`src/sv/pinv_pkg.sv`:
```
//------------------------------------------------------------------------------
// Permutation inverter package
// Request and status codes, field widths and the memory word layout.
//------------------------------------------------------------------------------
`timescale 1ns / 1ps

package pinv_pkg;

    // Field widths.
    localparam int REQ_W  = 2;
    localparam int IMG_W  = 32;
    localparam int IDX_W  = 10;
    localparam int STAT_W = 3;
    localparam int PRE_W  = 10;
    localparam int SIZE_W = 11;

    // Reset value of the map size register.
    localparam logic [SIZE_W-1:0] MAP_SIZE_RST = 11'd1024;

    // Request codes.
    localparam logic [REQ_W-1:0] REQ_LOAD  = 2'd0;
    localparam logic [REQ_W-1:0] REQ_READ  = 2'd1;
    localparam logic [REQ_W-1:0] REQ_CLEAR = 2'd2;

    // Status codes.
    localparam logic [STAT_W-1:0] ST_OK        = 3'd0;
    localparam logic [STAT_W-1:0] ST_RANGE     = 3'd1;
    localparam logic [STAT_W-1:0] ST_SINGULAR  = 3'd2;
    localparam logic [STAT_W-1:0] ST_HALTED    = 3'd3;
    localparam logic [STAT_W-1:0] ST_NOT_READY = 3'd4;
    localparam logic [STAT_W-1:0] ST_EXTRA     = 3'd5;

    // One word of the inverse table: taken mark and stored preimage.
    typedef struct packed {
        logic             taken;
        logic [PRE_W-1:0] pre;
    } t_entry;

endpackage

```
`src/sv/pinv_ctrl.sv`:
```
//------------------------------------------------------------------------------
// Permutation inverter control
// Request sequencer: table read, check, write-back, result register and the
// clearing sweep of the table.
//------------------------------------------------------------------------------
`timescale 1ns / 1ps

module pinv_ctrl
    import pinv_pkg::*;
#(
    parameter int MAX_ENTRIES = 1024,
    parameter int AW          = 10
) (
    input  logic              i_clk,
    input  logic              i_rst_n,
    input  logic              start,
    input  logic [REQ_W-1:0]  i_req_type,
    input  logic [IMG_W-1:0]  i_image,
    input  logic [IDX_W-1:0]  i_read_index,
    input  logic              i_cfg_we,
    input  logic [SIZE_W-1:0] i_cfg_wdata,
    output logic              busy,
    output logic [AW-1:0]     o_mem_raddr,
    output logic              o_mem_we,
    output logic [AW-1:0]     o_mem_waddr,
    output t_entry            o_mem_wdata,
    input  t_entry            i_mem_rdata,
    output logic              o_valid,
    output logic [STAT_W-1:0] o_status,
    output logic [PRE_W-1:0]  o_preimage,
    output logic              o_complete
);

    typedef enum logic [2:0] {
        S_CLR  = 3'b001,
        S_IDLE = 3'b010,
        S_EXEC = 3'b100
    } t_state;

    localparam logic [AW-1:0] LAST_ADDR = AW'(MAX_ENTRIES - 1);

    t_state             r_state, n_state;
    logic [AW-1:0]      r_clr_addr, n_clr_addr;
    logic [SIZE_W-1:0]  r_count, n_count;
    logic               r_err, n_err;
    logic [SIZE_W-1:0]  r_map_size;
    logic [REQ_W-1:0]   r_req, n_req;
    logic [IMG_W-1:0]   r_image, n_image;
    logic [IDX_W-1:0]   r_ridx, n_ridx;
    logic               r_valid, n_valid;
    logic [STAT_W-1:0]  r_status, n_status;
    logic [PRE_W-1:0]   r_pre, n_pre;
    logic               r_complete, n_complete;

    logic [SIZE_W-1:0]  size;
    logic [31:0]        ridx_ext;
    logic [AW-1:0]      img_addr;
    logic [AW-1:0]      ridx_addr;
    logic [AW-1:0]      rimg_addr;

    // Effective map size: zero acts as one, clamped to the table depth.
    always_comb begin
        if (r_map_size == '0) begin
            size = 11'd1;
        end else if (32'(r_map_size) > 32'(MAX_ENTRIES)) begin
            size = SIZE_W'(MAX_ENTRIES);
        end else begin
            size = r_map_size;
        end
    end

    // Table addresses taken from the incoming and the held request.
    assign ridx_ext  = 32'(i_read_index);
    assign img_addr  = i_image[AW-1:0];
    assign ridx_addr = ridx_ext[AW-1:0];
    assign rimg_addr = r_image[AW-1:0];

    // Sequencer and result computation.
    always_comb begin
        n_state     = r_state;
        n_clr_addr  = r_clr_addr;
        n_count     = r_count;
        n_err       = r_err;
        n_req       = r_req;
        n_image     = r_image;
        n_ridx      = r_ridx;
        n_valid     = 1'b0;
        n_status    = r_status;
        n_pre       = r_pre;
        n_complete  = r_complete;
        o_mem_raddr = img_addr;
        o_mem_we    = 1'b0;
        o_mem_waddr = rimg_addr;
        o_mem_wdata = '0;

        unique case (r_state)
            S_CLR: begin
                // Sweep the whole table back to not-taken.
                o_mem_we    = 1'b1;
                o_mem_waddr = r_clr_addr;
                n_clr_addr  = r_clr_addr + AW'(1);
                if (r_clr_addr == LAST_ADDR) begin
                    n_state = S_IDLE;
                end
            end
            S_IDLE: begin
                if (i_req_type == REQ_READ) begin
                    o_mem_raddr = ridx_addr;
                end
                if (start) begin
                    n_req   = i_req_type;
                    n_image = i_image;
                    n_ridx  = i_read_index;
                    case (i_req_type) inside
                        REQ_LOAD, REQ_READ: begin
                            n_state = S_EXEC;
                        end
                        REQ_CLEAR: begin
                            n_count    = '0;
                            n_err      = 1'b0;
                            n_clr_addr = '0;
                            n_state    = S_CLR;
                            n_valid    = 1'b1;
                            n_status   = ST_OK;
                            n_pre      = '0;
                            n_complete = 1'b0;
                        end
                        default: begin
                            // Unused code: answered without any change.
                            n_valid    = 1'b1;
                            n_status   = ST_OK;
                            n_pre      = '0;
                            n_complete = !r_err && (r_count >= size);
                        end
                    endcase
                end
            end
            S_EXEC: begin
                // Table word is now on the read port: check and write back.
                n_state  = S_IDLE;
                n_valid  = 1'b1;
                n_status = ST_OK;
                n_pre    = '0;
                if (r_req == REQ_LOAD) begin
                    if (r_err) begin
                        n_status = ST_HALTED;
                    end else if (r_count >= size) begin
                        n_status = ST_EXTRA;
                    end else if (r_image >= 32'(size)) begin
                        n_status = ST_RANGE;
                        n_err    = 1'b1;
                    end else if (i_mem_rdata.taken) begin
                        n_status = ST_SINGULAR;
                        n_err    = 1'b1;
                    end else begin
                        o_mem_we          = 1'b1;
                        o_mem_waddr       = rimg_addr;
                        o_mem_wdata.taken = 1'b1;
                        o_mem_wdata.pre   = r_count[PRE_W-1:0];
                        n_count           = SIZE_W'(r_count + 11'd1);
                    end
                end else begin
                    if (r_err) begin
                        n_status = ST_HALTED;
                    end else if (r_count < size) begin
                        n_status = ST_NOT_READY;
                    end else if ({1'b0, r_ridx} >= size) begin
                        n_status = ST_RANGE;
                    end else if (!i_mem_rdata.taken) begin
                        n_status = ST_NOT_READY;
                    end else begin
                        n_pre = i_mem_rdata.pre;
                    end
                end
                n_complete = !n_err && (n_count >= size);
            end
            default: begin
                n_state = S_CLR;
            end
        endcase
    end

    // Control registers.
    always_ff @(posedge i_clk) begin
        if (!i_rst_n) begin
            r_state    <= S_CLR;
            r_clr_addr <= '0;
            r_count    <= '0;
            r_err      <= 1'b0;
            r_valid    <= 1'b0;
        end else begin
            r_state    <= n_state;
            r_clr_addr <= n_clr_addr;
            r_count    <= n_count;
            r_err      <= n_err;
            r_valid    <= n_valid;
        end
    end

    // Map size register.
    always_ff @(posedge i_clk) begin
        if (!i_rst_n) begin
            r_map_size <= MAP_SIZE_RST;
        end else if (i_cfg_we) begin
            r_map_size <= i_cfg_wdata;
        end
    end

    // Held request and result payload.
    always_ff @(posedge i_clk) begin
        r_req      <= n_req;
        r_image    <= n_image;
        r_ridx     <= n_ridx;
        r_status   <= n_status;
        r_pre      <= n_pre;
        r_complete <= n_complete;
    end

    assign busy       = (r_state != S_IDLE);
    assign o_valid    = r_valid;
    assign o_status   = r_status;
    assign o_preimage = r_pre;
    assign o_complete = r_complete;

endmodule

```
`config.mk`:
```
export PLATFORM = sky130hd
export DESIGN_NAME = pinv_ctrl
export DESIGN_NICKNAME = d
export VERILOG_FILES = /design/src/sv/pinv_pkg.sv /design/src/sv/pinv_ctrl.sv
export SDC_FILE = /design/constraint.sdc
export NUM_CORES = 1
export LEC_CHECK = 0
export ABC_CLOCK_PERIOD_IN_PS = 5100
export BUFFER_PORTS_ARGS = -buffer_cell sky130_fd_sc_hd__buf_2
export CAP_MARGIN = 30
export CORE_AREA = 10 10 114 116
export DETAILED_ROUTE_END_ITERATION = 10
export DIE_AREA = 0 0 124 126
export GPL_ROUTABILITY_DRIVEN = 0
export PLACE_DENSITY = 0.75
export SYNTH_ARGS = -nofsm -noshare
export SYNTH_HDL_FRONTEND = slang
export SYNTH_SLANG_ARGS = --single-unit
```
`constraint.sdc`:
```
create_clock -name i_clk -period 5.1 [get_ports i_clk]
set_input_delay 1.02 -clock i_clk [delete_from_list [all_inputs] [get_ports i_clk]]
set_output_delay 1.02 -clock i_clk [all_outputs]
set_load 0.005 [all_outputs]
```
-- Word level (Yosys, flattened, before mapping)
Index checks and enable logic that the tools add are counted.
- multiply operators: 0
- div/mod/pow operators: 0
- multiplexer cells: 73
- bitwise gates (word level): 0
- shift-type cells: 0
- $add $sub $neg: 2
- eq/ne operators: 12
- order comparisons: 6
- reductions and logical operators: 15
- operators with widths (kind ; count):
    two-way mux 11 bit ; 17
    two-way mux 10 bit ; 13
    case mux 10 bit (2 select lines) ; 2
    two-way mux 3 bit ; 13
    >= comparator 32 x 11 -> 1 bit ; 1
    >= comparator 11 bit ; 2
    case mux 11 bit (2 select lines) ; 1
    two-way mux 1 bit ; 19
    adder 11 x 1 -> 11 bit, second input constant ; 1
    >= comparator 10 x 11 -> 1 bit ; 1
    greater-than comparator 11 bit, second input constant ; 1
    logical NOT 11 bit ; 1
    less-than comparator 11 bit ; 1
    adder 10 x 1 -> 10 bit, second input constant ; 1
    == test 10 bit, second input constant ; 1
    case mux 3 bit (3 select lines) ; 1
    inequality test 2 bit, second input constant ; 4
    case mux 1 bit (2 select lines) ; 4
    AND reduction 4 bit ; 2
    case mux 3 bit (2 select lines) ; 1
    AND reduction 3 bit ; 2
    logical NOT 2 bit ; 2
    two-way mux 2 bit ; 2
    nonzero test 2 bit ; 2
    11 further kinds ; 13
- memories kept: 0
- logic and storage cells: 120
- ROM bits: 0
- input bits: 70
- latch bits: 0
- memory bits (writable): 0
- output and inout port bits: 48
- register bits: 95

-- Longest topological paths before layout
Gate-level depths: netlist of the first run.
- word-level depth: 12
- depth in mapped cells: 18
- depth with buffers taken out: 17

-- Worst setup path after synthesis of the first run
No wires, ideal clock.
- path kind: reg2reg
- from: register r_map_size[10]
- to: register r_complete (netlist: o_complete), data pin
- period minus slack after synthesis: 3.814 ns
- buffers on the path: 1
- cell stages (with the launch flop): 18
- setup time: 0.269 ns
- slack: 1.286 ns
- required time: 4.831 ns
- arrival: 3.545 ns
- path through: dfxtp_1 inv_1 clkbuf_1 nand2_1 ha_1 a21oi_1 o21ai_0 a211oi_4 nand4_4 nor2_1 mux2_2 ha_1 nor2b_1 o211ai_1 a21oi_1 nor4_1 o21a_1 o41ai_1
- longest elaborated chain between the ends: 12
- elaborated cells on any way between the ends: 24
- those cells by class: order compare: 4; mux: 16; reduce/logical: 4
- RTL lines (element ; RTL line ; source):
    start, declared ; pinv_ctrl.sv:46 ; logic [SIZE_W-1:0] r_map_size;
    start signal, assigned ; pinv_ctrl.sv:205 ; r_map_size <= i_cfg_wdata;
    greater-than comparator 11 bit ; pinv_ctrl.sv:65 ; end else if (32'(r_map_size) > 32'(MAX_ENTRIES)) begin
    two-way mux 11 bit ; pinv_ctrl.sv:65 ;
    two-way mux 11 bit (*) ; pinv_ctrl.sv:63 ; if (r_map_size == '0) begin
    >= comparator 32 x 11 -> 1 bit ; pinv_ctrl.sv:149 ; end else if (r_image >= 32'(size)) begin
    two-way mux 11 bit / two-way mux 1 bit (equally long branches) ; pinv_ctrl.sv:149 ;
    two-way mux 11 bit / two-way mux 1 bit (equally long branches) ; pinv_ctrl.sv:147 ; end else if (r_count >= size) begin
    two-way mux 11 bit / two-way mux 1 bit (equally long branches) ; pinv_ctrl.sv:145 ; if (r_err) begin
    two-way mux 11 bit / two-way mux 1 bit (equally long branches) ; pinv_ctrl.sv:144 ; if (r_req == REQ_LOAD) begin
    two-way mux 11 bit / two-way mux 1 bit (equally long branches) ; pinv_ctrl.sv:96 ; unique case (r_state)
    >= comparator 11 bit / logical NOT 1 bit (equally long branches) ; pinv_ctrl.sv:175 ; n_complete = !n_err && (n_count >= size);
    logical AND 1 bit ; pinv_ctrl.sv:175 ;
    case mux 1 bit (2 select lines) (*) ; pinv_ctrl.sv:96 ;
    net n_complete ; pinv_ctrl.sv:53 ; logic r_complete, n_complete;
    end signal, assigned ; pinv_ctrl.sv:216 ; r_complete <= n_complete;
    end, declared ; pinv_ctrl.sv:53 ;
The timed path passes the listed nets; every way through them passes the cells marked *. The select of a mux whose other input is x is not followed.
A chain may end at the register's enable or synchronous reset.

==> results of run 1 <==
## power by group
part	switching, mW	leakage, nW	total (mW)	internal [mW]
combinational	0.140	1.67	0.271	0.131
sequential	0.0253	0.838	0.871	0.845
clock	0.296	0.101	0.490	0.193
## metrics by stage
step | std cells | instance area (um2)
2_1_floorplan | 483 | 5230
3_3_place_gp | 727 | 5940
3_5_place_dp | 727 | 5940
4_1_cts | 743 | 6140
5_1_grt | 744 | 6160
6_report | 744 | 6160
## critical path, stage by stage (launching register included)
cell and delay, ps:
sky130_fd_sc_hd__dfxtp_1 340, sky130_fd_sc_hd__inv_1 250, sky130_fd_sc_hd__nand2_1 220, sky130_fd_sc_hd__ha_1 360, sky130_fd_sc_hd__and3_1 230, sky130_fd_sc_hd__a221oi_2 300
sky130_fd_sc_hd__o311a_1 480, sky130_fd_sc_hd__nand4_4 220, sky130_fd_sc_hd__nor3_4 370, sky130_fd_sc_hd__and2_1 180, sky130_fd_sc_hd__buf_2 110
## cell usage after synthesis, types with 2 or more instances
library cell / instances
sky130_fd_sc_hd__a211o_1: 2
sky130_fd_sc_hd__a21o_1: 5
sky130_fd_sc_hd__a21oi_1: 21
sky130_fd_sc_hd__a31oi_1: 9
sky130_fd_sc_hd__and2_1: 15
sky130_fd_sc_hd__and3_1: 6
sky130_fd_sc_hd__and4_2: 3
sky130_fd_sc_hd__buf_1: 2
sky130_fd_sc_hd__buf_2: 2
sky130_fd_sc_hd__buf_4: 2
sky130_fd_sc_hd__clkbuf_1: 8
sky130_fd_sc_hd__dfxtp_1: 37
sky130_fd_sc_hd__edfxtp_1: 58
sky130_fd_sc_hd__ha_1: 46
sky130_fd_sc_hd__inv_1: 21
sky130_fd_sc_hd__mux2_2: 20
sky130_fd_sc_hd__mux2i_1: 14
sky130_fd_sc_hd__nand2_1: 35
sky130_fd_sc_hd__nand2b_1: 7
sky130_fd_sc_hd__nand3_1: 16
sky130_fd_sc_hd__nand3b_1: 2
sky130_fd_sc_hd__nand4_1: 11
sky130_fd_sc_hd__nand4b_1: 3
sky130_fd_sc_hd__nor2_1: 25
sky130_fd_sc_hd__nor2b_1: 18
sky130_fd_sc_hd__nor3_1: 15
sky130_fd_sc_hd__nor3b_1: 3
sky130_fd_sc_hd__nor4_1: 11
sky130_fd_sc_hd__o211a_1: 2
sky130_fd_sc_hd__o211ai_1: 4
sky130_fd_sc_hd__o21a_1: 6
sky130_fd_sc_hd__o21ai_0: 12
sky130_fd_sc_hd__o311a_1: 2
sky130_fd_sc_hd__o41ai_1: 2
sky130_fd_sc_hd__or2_2: 2
sky130_fd_sc_hd__xnor2_1: 8
sky130_fd_sc_hd__xor2_1: 9
## area by class of cell
type,count,share of cell area (%)
clock buffers,9,2.01
clock inverters,7,1.20
inverters,21,1.28
multi-input cells,353,42.4
flip-flops and latches,95,40.3
well taps,140,2.85
repair buffers,119,9.96
## registers in the layout, indices dropped and copies added (netlist names)
name / flops
o_valid: 1
o_complete: 1
r_clr_addr: 10
r_err: 1
r_image: 32
r_state: 3
r_req: 2
r_count: 11
r_ridx: 10
o_preimage: 10
o_status: 3
r_map_size: 11
## logic make-up after synthesis
family          Yosys count  share of synthesized area (%)
compound gates           79                           10.4
xor+xnor                 17                           2.85
fa+ha+maj                46                           11.0
buf+inv                  35                           2.70
flops                    95                           47.5
mux                      34                           6.98
simple gates            177                           18.6
## how the worst max path moves through the flow
stage	from	to	slack, ps
after floorplan	r_map_size[10]	o_complete	1290
after global placement	r_map_size[10]	o_complete	970
after detailed placement	r_map_size[10]	o_complete	760
after CTS	r_map_size[10]	o_mem_wdata[9]	610
after global routing	r_map_size[10]	o_mem_wdata[6]	380
final	r_map_size[10]	o_mem_wdata[5]	650
## metal layers
| layer | wire length, um | track usage (%) | up-vias |
|---|---|---|---|
| met5 | 0 | 0 | - |
| met4 | 158 | 4.27 | 0 |
| met3 | 971 | 4.92 | 16 |
| met2 | 6310 | 27.3 | 158 |
| met1 | 5640 | 21.1 | 1925 |
| li1 | - | - | 2036 |
==> impl_summary.md, run 1 <==
Run status
The run finished with clean final reports.

Timing
The max-slew violation count is 0. Setup repair after global routing left no endpoint under its margin. The hold violation count in the final report is 0.

Setup violations remaining at the end of the flow were counted as 0. For the pin with the worst max-slew slack, the measured transition is 711 ps. The part of the cycle the worst path needs is 87.3%. The setup TNS is 0 ps. The upper clock frequency limit is 225 MHz. The worst-case clock skew is 11.6 ps.

The worst max-slew margin expressed relative to the limit is 52.2%. The worst setup margin is 649 ps. The final critical-path required period is 4450 ps. On the final layout, the worst hold slack is 534 ps.

Die
The die footprint is 0.0156 mm2. The row count is 38. Once the floorplan was initialized, standard cells occupied 48.9% of the core.

The core outline area is 0.0107 mm2. Pin placement for this block handled 118 I/O pins. The die is 126 um tall. The die extent in x is 124 um.

Routing
The routed layout has 4,135 vias. Dividing the detail-routed via count by the number of cells gives 5.56. In the final routed layout, each cell accounts on average for 17.6 um.

For this run, design rule violations remaining after detail routing come to 0. For this run, the detailed router's first-pass iteration total came to 5. For this block, the routed nets add up to 13,100 um of wire. In this run, the number of DRC markers left after iteration 0 of detailed routing was 283. In this run the remaining antenna-violating nets after routing total 0.

GRT
In the global route stage, overall resource usage came out at 16.8%. The first-pass GRT wire length is 21,000 um. The initial antenna violation count is 0. The maximum number of pins on one net before global-route repair is 46. After global routing the overflow that remains totals 0. The via count of the first global-routing pass is 4,174.

Cells and area
0 antenna diodes ended up in the layout. The most common cell after layout, fill and taps aside is sky130_fd_sc_hd__buf_2. For this run, the post-layout net count is 715. The library cells used most frequently in the layout, excluding fill and tap cells, are sky130_fd_sc_hd__buf_2, sky130_fd_sc_hd__edfxtp_1, sky130_fd_sc_hd__ha_1. Counting the fill cells in the layout gives 910.

From synthesis to final layout, the design area changed by 17.7%. In the final layout, the share of cells above drive strength 1 is 27.5%. The core occupancy in the finished layout is 57.5%. Summing all multi-input logic gate instances after layout gives 0.00261 mm2.

Registers take 0.00248 mm2.

Logic synthesis
The number of nets produced by synthesis is 599. The share of the synthesized area in the top cell type is 33.3%. A synthesized cell averages 10.8 um2. The post-synthesis instance area is 0.00523 mm2. For this run, the number of Yosys warnings is 0. sky130_fd_sc_hd__edfxtp_1 takes more of the synthesized area than any other cell. The synthesized netlist contains 56 unique library cells. Sequential elements use 47.5% of the synthesized area. The fraction of registers with async set/reset is 0%.

Synthesis produced a netlist whose cell count is 483. The number of synthesized flops with an enable pin is 58. After synthesis the netlist holds a flip-flop and latch count of 95. After synthesis, the cell types taking the most area are sky130_fd_sc_hd__edfxtp_1, sky130_fd_sc_hd__dfxtp_1, sky130_fd_sc_hd__ha_1, sky130_fd_sc_hd__mux2_2, sky130_fd_sc_hd__mux2i_1. The most used flip-flop cell after synthesis is sky130_fd_sc_hd__edfxtp_1.

Clock network
The count of cells resized by post-cts repair is 0. The hold buffer count at CTS is 0. The level count of the clock H-tree is 3. The clock tree buffer depth is 2. The source-to-sink clock delay at the later pin of the worst-skew pair is 370 ps.

Clock tree synthesis found a total of 95 sinks. The CTS clock-pin slew for the worst setup and hold paths is 100 ps. The root cell of the clock tree is sky130_fd_sc_hd__clkbuf_8. The TritonCTS clock tree is done. Counting the buffers created by CTS gives 9.

The number of buffers inserted to repair setup after CTS is 0.

Critical path
The required time of the critical path is 4080 ps. STA puts the critical path data arrival time at 3430 ps. In this run the worst path has a maximum fanout of 12. The critical path is of the flip-flop to primary output type. The setup check on the worst reg-to-reg path leaves a slack of 660 ps.

The nature of the critical path endpoint is a primary output. The kind of launch point of the worst setup path is a flip-flop. The launch point of the worst reg-to-reg path is r_map_size[10].

In this run the critical register-to-register path is captured at o_complete. The number of cells on the worst reg-to-reg path is 16.

Min path
The end point of the worst hold path is r_count[10]. The worst hold path cell count is 1. The startpoint of the tightest hold check path is r_count[10].

The class of the tightest hold or removal check is flip-flop to flip-flop.

Power and ir drop
The power density of the placed cells is 265 mW/mm2. IR analysis of the VDD net gives a maximum drop of 0.216 mV. The static power due to leakage is 2.61 nW. The overall power of the completed layout is 1.63 mW.

Placed design
Buffers placed on the I/O ports in this run total 117. The worst slack at placement is 760 ps. The HPWL after detailed placement is 10,400 um.

Run
The max capacitance violation total is 0.
Note: power is estimated with default switching activity, not from simulation.
==> run 2, diff against run 1 <==
==> constraint.sdc (replaced) <==
create_clock -name i_clk -period 5.1 [get_ports i_clk]
set_input_delay 0.765 -clock i_clk [delete_from_list [all_inputs] [get_ports i_clk]]
set_output_delay 0.765 -clock i_clk [all_outputs]
set_load 0.005 [all_outputs]
==> run 2 against run 1 <==
  * Hold slack lost 1.8 ps
  * Power shrank 0.65%
  * Cell area down 0.53%
  * Clock power decreased by 2%
  * Critical endpoint is now o_complete
  * Highest routed layer unchanged
==> impl_summary.md, run 2 (same netlist as run 1, synthesis figures left out) <==
Run
The max capacitance violation total is 0 (unchanged).

Routing
The per-cell via count in the routed design came to 5.67 (+2.0%). The first-pass iteration count of the detailed router came to 4 (-1). The post-route antenna net violation count was 0 (unchanged).

The routed wire length per instance is 18.2 um (+3.4%). The sum of routed wire length over all layers is 13,500 um (+3.3%). The first-iteration detailed-routing DRC count is 234 (-17%). The number of DRC violations after detailed routing is 0 (unchanged). The number of vias in the routed layout is 4,210 (+1.8%).

Cells and area
The combined flip-flop and latch cell area is 0.00248 mm2 (unchanged). Compared with the post-synthesis result, the final layout area differs by 17.1%. The non-filler instance count after layout is 743 (-0.13%). The total of fill cells in the finished design is 937 (+3.0%). The share of final-layout standard cells stronger than drive strength 1 is 27.4% (-0.12 points). The layout net count is 714 (-0.14%). The antenna cell count came to 0 (unchanged). In the final layout, the registers with the most flip-flops are r_image: 32 flops, r_count: 11 flops, r_map_size: 11 flops. The register with the most flip-flops is r_image. The flip-flop count of the largest register after layout is 32 (unchanged).

The area of the multi-input gates is 0.00261 mm2 (unchanged). In the layout the commonest cells are sky130_fd_sc_hd__buf_2, sky130_fd_sc_hd__edfxtp_1, sky130_fd_sc_hd__ha_1. The core occupancy in the finished layout came to 57.2% (-0.30 points).

The most common cell after layout, fill and taps aside is sky130_fd_sc_hd__buf_2.

Critical path
The required time of the critical path was 5220 ps (+1140 ps). STA classifies the critical path startpoint as a flip-flop. The worst setup path is captured at a flip-flop. The critical path is of the flip-flop to flip-flop type. The critical-path maximum fanout is 12 (unchanged).

The arrival time at the worst endpoint is 4560 ps (+1130 ps).

Timing
The setup TNS was 0 ps (unchanged). Setup repair after global routing left no endpoint under its margin. The slew at the pin with the worst max-slew slack was 991 ps (+280 ps). The max-slew violation count was 0 (unchanged). The setup violation total in the final timing report is 0 (unchanged). The part of the cycle the worst path needs came to 87.0% (-0.29 points). The final critical-path required period is 4440 ps (-14.8 ps). The worst-case clock skew is 17.7 ps (+6.12 ps).

The hold violation count in the final report is 0 (unchanged). The upper clock frequency limit is 225 MHz (+0.33%). The worst setup margin is 664 ps (+14.8 ps). The worst max-slew margin expressed relative to the limit is 34.0% (-18 points).

Clock network
The source-to-sink clock delay at the later pin of the worst-skew pair was 380 ps (about the same). The hold buffer count at CTS is 0 (unchanged). The TritonCTS sink count is 95 (unchanged). The count of cells resized by post-cts repair is 0 (unchanged). The TritonCTS clock tree is done. The number of buffers added by the clock tree synthesis step is 9 (unchanged). The level count of the clock H-tree is 3 (unchanged). The number of buffers inserted to repair setup after CTS is 0 (unchanged).

The clock tree buffer depth is 2 (unchanged). The CTS clock-pin slew for the worst setup and hold paths is 110 ps (about the same). The root cell of the clock tree is sky130_fd_sc_hd__clkbuf_8.

Die
The row count is 38 (unchanged). The die extent in x is 124 um (unchanged). The vertical die dimension was 126 um (unchanged).

The number of primary I/O pins was 118 (unchanged). The core outline area is 0.0107 mm2 (unchanged). The effective utilization at floorplan is 48.9% (unchanged).

The die footprint is 0.0156 mm2 (unchanged).

Run status
The run finished with clean final reports.

GRT
The maximum number of pins on one net before global-route repair is 46 (unchanged). The initial antenna violation count is 0 (unchanged). The global-route congestion overflow total was 0 (unchanged).

The via count of the first global-routing pass came to 4,408 (+5.6%). The total global-route track usage is 17.6% (+0.80 points). The first-pass GRT wire length was 21,900 um (+4.3%).

Placed design
The placed instance count is 727 (unchanged). The HPWL after detailed placement is 10,800 um (+3.4%). The number of port buffers was 117 (unchanged). The worst slack at placement is 721 ps (-39.0 ps).

Power and ir drop
The overall power of the completed layout is 1.62 mW (-0.65%). The power density of the placed cells is 265 mW/mm2 (-0.12%). The worst-case vdd ir drop came to 0.215 mV (-0.67%). The static power due to leakage is 2.59 nW (-0.58%).

Min path
The class of the tightest hold or removal check is flip-flop to flip-flop.
[run 2: critical path, stage by stage, from the launching register on]
cell	delay (ps)
sky130_fd_sc_hd__dfxtp_1	340
sky130_fd_sc_hd__inv_1	260
sky130_fd_sc_hd__nand2_1	240
sky130_fd_sc_hd__ha_1	370
sky130_fd_sc_hd__and3_1	220
sky130_fd_sc_hd__a221oi_2	310
sky130_fd_sc_hd__o311a_1	500
sky130_fd_sc_hd__nand4_4	220
sky130_fd_sc_hd__nor2_1	230
sky130_fd_sc_hd__mux2_2	360
sky130_fd_sc_hd__ha_1	300
sky130_fd_sc_hd__nor2b_1	140
sky130_fd_sc_hd__o211ai_1	150
sky130_fd_sc_hd__a21oi_1	90
sky130_fd_sc_hd__nor4_1	250
sky130_fd_sc_hd__o21a_1	150
sky130_fd_sc_hd__o41ai_1	60
[run 2: path summary, 6_finish.rpt]
check / start / end / slack (ps) / cells past startpoint
setup / recovery: r_map_size[10] / o_complete / 660 / 16
hold / removal: r_clr_addr[1] / r_clr_addr[1] / 530 / 2
hold reg to reg: r_clr_addr[1] / r_clr_addr[1] / 530 / 2
setup reg to reg: r_map_size[10] / o_complete / 660 / 16
[run 2: layout make-up]
type,count,share of cell area [%]
Multi-Input combinational cell,353,42.6
Timing Repair Buffer,118,9.69
Tap cell,140,2.86
Clock inverter,7,1.00
Clock buffer,9,2.02
Sequential cell,95,40.5
Inverter,21,1.29
[run 2: report_power, final]
part | internal (mW) | switching, mW | leakage (nW)
sequential | 0.846 | 0.0251 | 0.838
clock | 0.188 | 0.293 | 0.0940
combinational | 0.130 | 0.139 | 1.66
total | 1.16 | 0.458 | 2.59
[run 2: routing by layer]
layer  up-vias  routed length, um  track usage (%)
met5         -                  0                0
met4         0                371             7.38
met3        33               1050             5.67
met2       169               6500             28.3
met1      1973               5600             20.9
li1       2035                  -                -
[run 2: stage by stage]
step           hold slack [ps]  instance area (um2)
6_report                   532                 6120
5_1_grt                    526                 6120
4_1_cts                    530                 6120
3_5_place_dp               504                 5940
3_3_place_gp               495                 5940
2_1_floorplan              466                 5230
